--- src/hdl/tkls_pkg.sv ---
// Package for the top-K selector: payload types, neighbour link type and defaults.
`default_nettype none

package tkls_pkg;

  // Default number of values held per set
  localparam int unsigned TOP_K_DEFAULT = 5;

  // Width of a data value and of the emitted rank
  localparam int unsigned VALUE_W = 32;
  localparam int unsigned RANK_W  = 3;

  // One input item
  typedef struct packed {
    logic signed [VALUE_W-1:0] sample_value;
    logic                      end_of_set;
  } in_t;

  // One result item
  typedef struct packed {
    logic signed [VALUE_W-1:0] top_value;
    logic [RANK_W-1:0]         rank_position;
    logic                      final_result;
  } out_t;

  // What a cell hands to its right-hand neighbour each cycle
  typedef struct packed {
    logic signed [VALUE_W-1:0] value;
    logic                      valid;
    logic                      keep;
  } link_t;

endpackage : tkls_pkg

`default_nettype wire

--- src/hdl/tkls_cell.sv ---
// One cell of the sorted chain: a held value plus one slot of the result shift line.
`default_nettype none

module tkls_cell (
  input  wire logic                                   clk,
  input  wire logic                                   rst,
  input  wire logic                                   insert,
  input  wire logic                                   clear_row,
  input  wire logic signed [tkls_pkg::VALUE_W-1:0]    sample,
  input  wire tkls_pkg::link_t                        link_in,
  output tkls_pkg::link_t                             link_out,
  input  wire logic                                   buf_load,
  input  wire logic                                   buf_shift,
  input  wire logic signed [tkls_pkg::VALUE_W-1:0]    buf_in,
  output logic signed [tkls_pkg::VALUE_W-1:0]         buf_out,
  output logic                                        valid_next,
  output logic                                        valid_q
);

  import tkls_pkg::*;

  logic signed [VALUE_W-1:0] value;
  logic                      valid;
  logic                      keep;
  logic signed [VALUE_W-1:0] cand_value;
  logic                      cand_valid;
  logic signed [VALUE_W-1:0] value_next;
  logic signed [VALUE_W-1:0] out_value;

  // Hold our value if it is at least the sample (ties stay ahead of the new copy)
  assign keep = valid && (value >= sample);

  assign link_out = '{value: value, valid: valid, keep: keep};

  // Take the sample if the left neighbour holds, otherwise take its value
  always_comb begin
    if (link_in.keep) begin
      cand_value = sample;
      cand_valid = 1'b1;
    end else begin
      cand_value = link_in.value;
      cand_valid = link_in.valid;
    end
    if (keep) begin
      value_next = value;
      valid_next = valid;
    end else begin
      value_next = cand_value;
      valid_next = cand_valid;
    end
  end

  // Advance the held value; drop the whole row at the end of a set
  always_ff @(posedge clk) begin
    if (rst) begin
      valid <= 1'b0;
    end else if (insert) begin
      valid <= clear_row ? 1'b0 : valid_next;
    end
  end

  always_ff @(posedge clk) begin
    if (insert) begin
      value <= value_next;
    end
  end

  // Result slot: capture the final ordering, then shift toward the output
  always_ff @(posedge clk) begin
    if (buf_load) begin
      out_value <= value_next;
    end else if (buf_shift) begin
      out_value <= buf_in;
    end
  end

  assign buf_out = out_value;
  assign valid_q = valid;

endmodule : tkls_cell

`default_nettype wire

--- src/hdl/top_k_largest_selector.sv ---
// Top level of the streaming top-K selector: the cell chain and the result drain.
`default_nettype none

// Takes one signed value per cycle while in_ready is high and keeps the TOP_K largest of
// the current set in a chain of compare cells, largest in the leftmost cell; every cell
// compares against the new value in parallel, so insertion takes no longer for a larger
// TOP_K. On the value marked end_of_set the final ordering is copied into a result shift
// line and the chain is cleared, so the next set streams in straight away. Results leave
// one per cycle while out_ready is high, largest first, rank_position counting from 0
// (low 3 bits) and final_result on the last. A set emits min(set length, TOP_K) results.
// An end_of_set item is held off until the result line is empty or its last result
// leaves on the same edge.

module top_k_largest_selector #(
  parameter int unsigned TOP_K = tkls_pkg::TOP_K_DEFAULT
) (
  input  wire logic          clk,
  input  wire logic          rst,
  input  wire logic          in_valid,
  output logic               in_ready,
  input  wire tkls_pkg::in_t in_data,
  output logic               out_valid,
  input  wire logic          out_ready,
  output tkls_pkg::out_t     out_data
);

  import tkls_pkg::*;

  localparam int unsigned CW = $clog2(TOP_K + 1);

  logic                      in_fire;
  logic                      out_fire;
  logic                      load;
  logic                      buf_free;
  logic [CW-1:0]             buf_count;
  logic [CW-1:0]             buf_count_next;
  logic [RANK_W-1:0]         rank;
  logic [TOP_K-1:0]          nvalid;
  logic [TOP_K-1:0]          cell_valid;
  link_t                     links [TOP_K+1];
  logic signed [VALUE_W-1:0] bufs  [TOP_K+1];

  // Result line is free for a new set when empty or its last result leaves now
  assign out_fire = out_valid && out_ready;
  assign buf_free = (buf_count == '0) || ((buf_count == CW'(1)) && out_ready);
  assign in_ready = !in_data.end_of_set || buf_free;
  assign in_fire  = in_valid && in_ready;
  assign load     = in_fire && in_data.end_of_set;

  // Virtual cell left of the chain always holds, so cell 0 sees the sample first
  assign links[0] = '{value: '0, valid: 1'b0, keep: 1'b1};
  assign bufs[TOP_K] = bufs[TOP_K-1];

  for (genvar i = 0; i < TOP_K; i++) begin : g_cell
    tkls_cell u_cell (
      .clk        (clk),
      .rst        (rst),
      .insert     (in_fire),
      .clear_row  (in_data.end_of_set),
      .sample     (in_data.sample_value),
      .link_in    (links[i]),
      .link_out   (links[i+1]),
      .buf_load   (load),
      .buf_shift  (out_fire),
      .buf_in     (bufs[i+1]),
      .buf_out    (bufs[i]),
      .valid_next (nvalid[i]),
      .valid_q    (cell_valid[i])
    );
  end

  // Count results on load, count down as they leave
  always_comb begin
    buf_count_next = buf_count;
    if (load) begin
      buf_count_next = CW'($countones(nvalid));
    end else if (out_fire) begin
      buf_count_next = buf_count - CW'(1);
    end
  end

  always_ff @(posedge clk) begin
    if (rst) begin
      buf_count <= '0;
      rank      <= '0;
    end else begin
      buf_count <= buf_count_next;
      if (load) begin
        rank <= '0;
      end else if (out_fire) begin
        rank <= rank + RANK_W'(1);
      end
    end
  end

  assign out_valid = (buf_count != '0);
  assign out_data  = '{top_value:     bufs[0],
                       rank_position: rank,
                       final_result:  (buf_count == CW'(1))};

  // Held values always fill the chain from the left
  a_valid_prefix: assert property (@(posedge clk) disable iff (rst)
    ((cell_valid >> 1) & ~cell_valid) == '0)
    else $error("chain holds a gap");

  // Result count never exceeds the chain length
  a_count_bound: assert property (@(posedge clk) disable iff (rst)
    buf_count <= CW'(TOP_K))
    else $error("result count out of range");

  // An accepted end of set always yields results next cycle
  a_set_emits: assert property (@(posedge clk) disable iff (rst)
    load |=> out_valid)
    else $error("end of set produced no result");

  // Final result leaving with no new set empties the line
  a_final_drains: assert property (@(posedge clk) disable iff (rst)
    (out_fire && out_data.final_result && !load) |=> !out_valid)
    else $error("results remain after final");

endmodule : top_k_largest_selector

`default_nettype wire
--- config.mk ---
export PLATFORM = sky130hd
export DESIGN_NAME = top_k_largest_selector
export DESIGN_NICKNAME = d
export VERILOG_FILES = /design/src/hdl/tkls_pkg.sv /design/src/hdl/tkls_cell.sv /design/src/hdl/top_k_largest_selector.sv
export SDC_FILE = /design/constraint.sdc
export NUM_CORES = 1
export LEC_CHECK = 0
export ABC_AREA = 1
export BUFFER_PORTS_ARGS = -buffer_cell sky130_fd_sc_hd__buf_2
export CAP_MARGIN = 20
export CORE_UTILIZATION = 60
export DETAILED_ROUTE_END_ITERATION = 8
export GPL_TIMING_DRIVEN = 1
export PLACE_DENSITY_LB_ADDON = 0.1
export REMOVE_ABC_BUFFERS = 1
export SLEW_MARGIN = 15
export SYNTH_ARGS = -nofsm -noshare
export SYNTH_HDL_FRONTEND = slang
export SYNTH_SLANG_ARGS = --single-unit
--- constraint.sdc ---
create_clock -name clk -period 16.21 [get_ports clk]
set_clock_uncertainty 0.05 [all_clocks]
set_input_delay 0.8105 -clock clk [delete_from_list [all_inputs] [get_ports clk]]
set_output_delay 0.8105 -clock clk [all_outputs]
set_load 0.05 [all_outputs]
==> results.md <==
- CP Class: flip-flop to flip-flop
- FF-to-FF Start: buf_count[1]
- Synth warn: 0
- Core area: 0.0327 sq mm
- Synth top area cells: edfxtp_1, nand2_1, ha_1, nand3_1, and2_1
- Dpl hpwl: 31900 um
- R2R Setup Slk: 11.23 ns
- TritonCTS clock tree: done
- Starting DRT DRC Count: 1493
- Final Hold Viols: 0
- Initial antenna violation count: 4
- CTS sink cnt: 331
- DIE AREA: 0.0341 sq mm
- Area leader, netlist: edfxtp_1
- Minimum clock period: 4.98 ns
- Worst setup SP type: flip-flop
- FF+latch count, synth: 331
- Die X-Extent: 185 um
- Total grt overflow: 0
- Reg2reg end: g_cell[3].u_cell.buf_out[31]
- Slew of the pin with the lowest slew margin: 1.18 ns
- Hold path startpoint: g_cell[4].u_cell.valid_q
- RD Place Congestion: 0.887
- Via-to-Cell Ratio: 5.92
- Sequential area share after synthesis: 0.491
- Crit-path max cell delay: 0.96 ns
- Clock latency on the worst-skew pair: 0.57 ns
- Fin Setup TNS: 0 ns
- Lkg Pwr: 9.46 nW
- Power share of the clock group: 0.293
- Top-area cell type share of the netlist area: 0.480
- Avg Cell Area, Syn: 9.06 sq um
- Htree depth: 2
- Fraction of layout instances using a drive strength above 1: 0.0864
- Worst slew margin: 0.213
- Mapped Cells: 2207
- # setup viols final: 0
- Vias in the first global route: 15200
- Fmax: 201 MHz
- Routed Antenna Nets: 0
- P_sw: 0.992 mW
- Most used cell, CP: nand2_1
- Max cap viols: 0
- Number of I/O pins: 75
- Multi-input combinational cell area: 0.00895 sq mm
- Tot GR Track Use: 0.321
- Area Growth Syn to Fin: 7.41%
- Drt pass-1 iters: 5
- Leading cell type by number of instances after synthesis: nand2_1
- Worst path arrival time: 5.35 ns
- Switch share: 0.344
- Routed WL per cell: 19.8 um
- RSZ-0062 raised after global routing: false
- Final #Nets: 2410
- Die Height: 185 um
- Routed WL: 53100 um
- Distinct cells, synth: 39
- Register area: 0.00983 sq mm
- Largest net degree at the start of global routing: 106
- Post-synth EDFFs: 320
- Comb power frac: 0.264
- Worst-case vdd ir drop: 107 uV
- Async set-reset flop share out of synthesis: 0
- Total vias in the final route: 15900
- Run status: completed
- R2R depth: 13
- Tightest Hold Check Type: flip-flop to flip-flop
- Root buf cell: clkbuf_16
- Hold Buf Count CTS: 0
- Max FO, Critical Path: 105
- Final Cycle Share: 0.307
- Main synth FF type: edfxtp_1
- Top cells by count, synth: nand2_1, edfxtp_1, nand3_1
- Slowest stage cell, crit path: buf_4
- Port bufs: 74
- Hold Path End: g_cell[4].u_cell.valid_q
- Fillers: 2719
- Worst path cell trace: inv_1, ha_1, inv_1, nor2_1, nand2_1, nand3_1, nand2_1, inv_6, nand2_4, inv_6, buf_4, nand3_1, nand2_1
- Post-CTS setup buffers: 0
- Clock slew at reported path FFs: 0.06 ns
- Synthesized cell area: 0.0200 sq mm
- Critical Path End Type: flip-flop
- Max-slew violation total from the final report: 0
- TritonCTS Buffers: 38
- CP Data Required Time: 16.57 ns
- P_int: 1.89 mW
- Initial Util: 0.612
- Row count: 66
- Residual DRC count: 0
- Post-cts sizing count: 0
- Hold WS: 0.432 ns
- Pwr/cell area: 134 mW/mm^2
- Hold-critical path depth: 2
- First-pass GRT wire length: 83300 um
- Clock Path Buffers: 3
- Reg power frac: 0.443
[worst max path at each step]
stage / startpoint / to / cells after the start
after global routing: buf_count[1] / g_cell[1].u_cell.buf_out[25] / 13
after detailed placement: in_data[12] / buf_count[1] / 20
after global placement: in_data[0] / g_cell[1].u_cell.buf_out[0] / 9
after floorplan: buf_count[1] / g_cell[0].u_cell.buf_out[0] / 10
after CTS: buf_count[1] / g_cell[1].u_cell.buf_out[25] / 13
final: buf_count[1] / g_cell[3].u_cell.buf_out[31] / 13
[area by class of cell]
cell class,count,share of cell area
clock buffers,52,0.0482
flip-flops and latches,331,0.457
inverters,122,0.0220
repair buffers,89,0.0225
multi-input cells,1624,0.417
clock inverters,17,0.00722
well taps,442,0.0257
diodes,3,0.000349
[cells by family (layout without fill, tap and decap cells)]
logic type                 count (synthesis)  in the layout  synth area share
other                                      0              3                 0
xor gates and xnor gates                   3              3           0.00131
DFF                                      331            331             0.491
AOI/OAI and AO/OA                        179            179            0.0567
and+or+nand+nor                         1275           1275             0.284
adders and majority gates                167            167             0.105
buffers and inverters                    252            280            0.0622
[power groups by stage]
stage	Clock, mW	Sequential [mW]	Combinational [mW]
2_1_floorplan	0	1.35	0.455
3_3_place_gp	0	1.29	0.733
3_5_place_dp	0	1.29	0.754
4_1_cts	0.853	1.27	0.756
5_1_grt	0.885	1.29	0.846
6_report	0.844	1.28	0.762
[registers in the layout, summed over array words and instances (netlist names)]
| register | cells |
|---|---|
| g_cell.u_cell.value | 160 |
| g_cell.u_cell.buf_out | 160 |
| buf_count | 3 |
| g_cell.u_cell.valid_q | 5 |
| rank | 3 |
[metal layers]
| metal | vias up | track usage | wire length [um] |
|---|---|---|---|
| li1 | 7514 | - | - |
| met1 | 7488 | 0.441 | 22700 |
| met2 | 748 | 0.508 | 23800 |
| met3 | 116 | 0.0563 | 4880 |
| met4 | 2 | 0.120 | 1700 |
| met5 | - | 0 | 12 |
[stage by stage]
stage / setup slack (ns) / util / instance area [sq um] / total power, mW / cells
floorplan: 3.37 / - / 19200 / 1.81 / 2077
detailed placement: 11.06 / 0.620 / 20300 / 2.04 / 2608
global route: 10.85 / 0.657 / 21500 / 3.02 / 2678
global placement: 11.10 / 0.620 / 20300 / 2.02 / 2608
CTS: 11.27 / 0.657 / 21500 / 2.88 / 2677
finish: 11.23 / 0.657 / 21500 / 2.88 / 2680
[worst max-delay path, delay by kind of cell, from the launching register on]
| kind | cells | cell delay, ns |
|---|---|---|
| buf+inv | 5 | 2.70 |
| simple gates | 7 | 1.49 |
| flops | 1 | 0.31 |
| fa+ha+maj | 1 | 0.15 |
[cell usage in the layout, fill, tap and decap left out, types with 18 or more instances in the layout]
cell type  synthesis  routed
a21oi_1           81      81
edfxtp_1         320     320
o211ai_1          33      33
and2_1            96      96
inv_1            119     117
ha_1             166     166
buf_2             40      74
nor2_1            49      49
nand2_1          733     731
clkbuf_16          0      39
o21ai_0           18      18
or2_1             49      49
nand3_1          306     306
o21ai_2           31      31
Power figures use the tool's default switching activity.
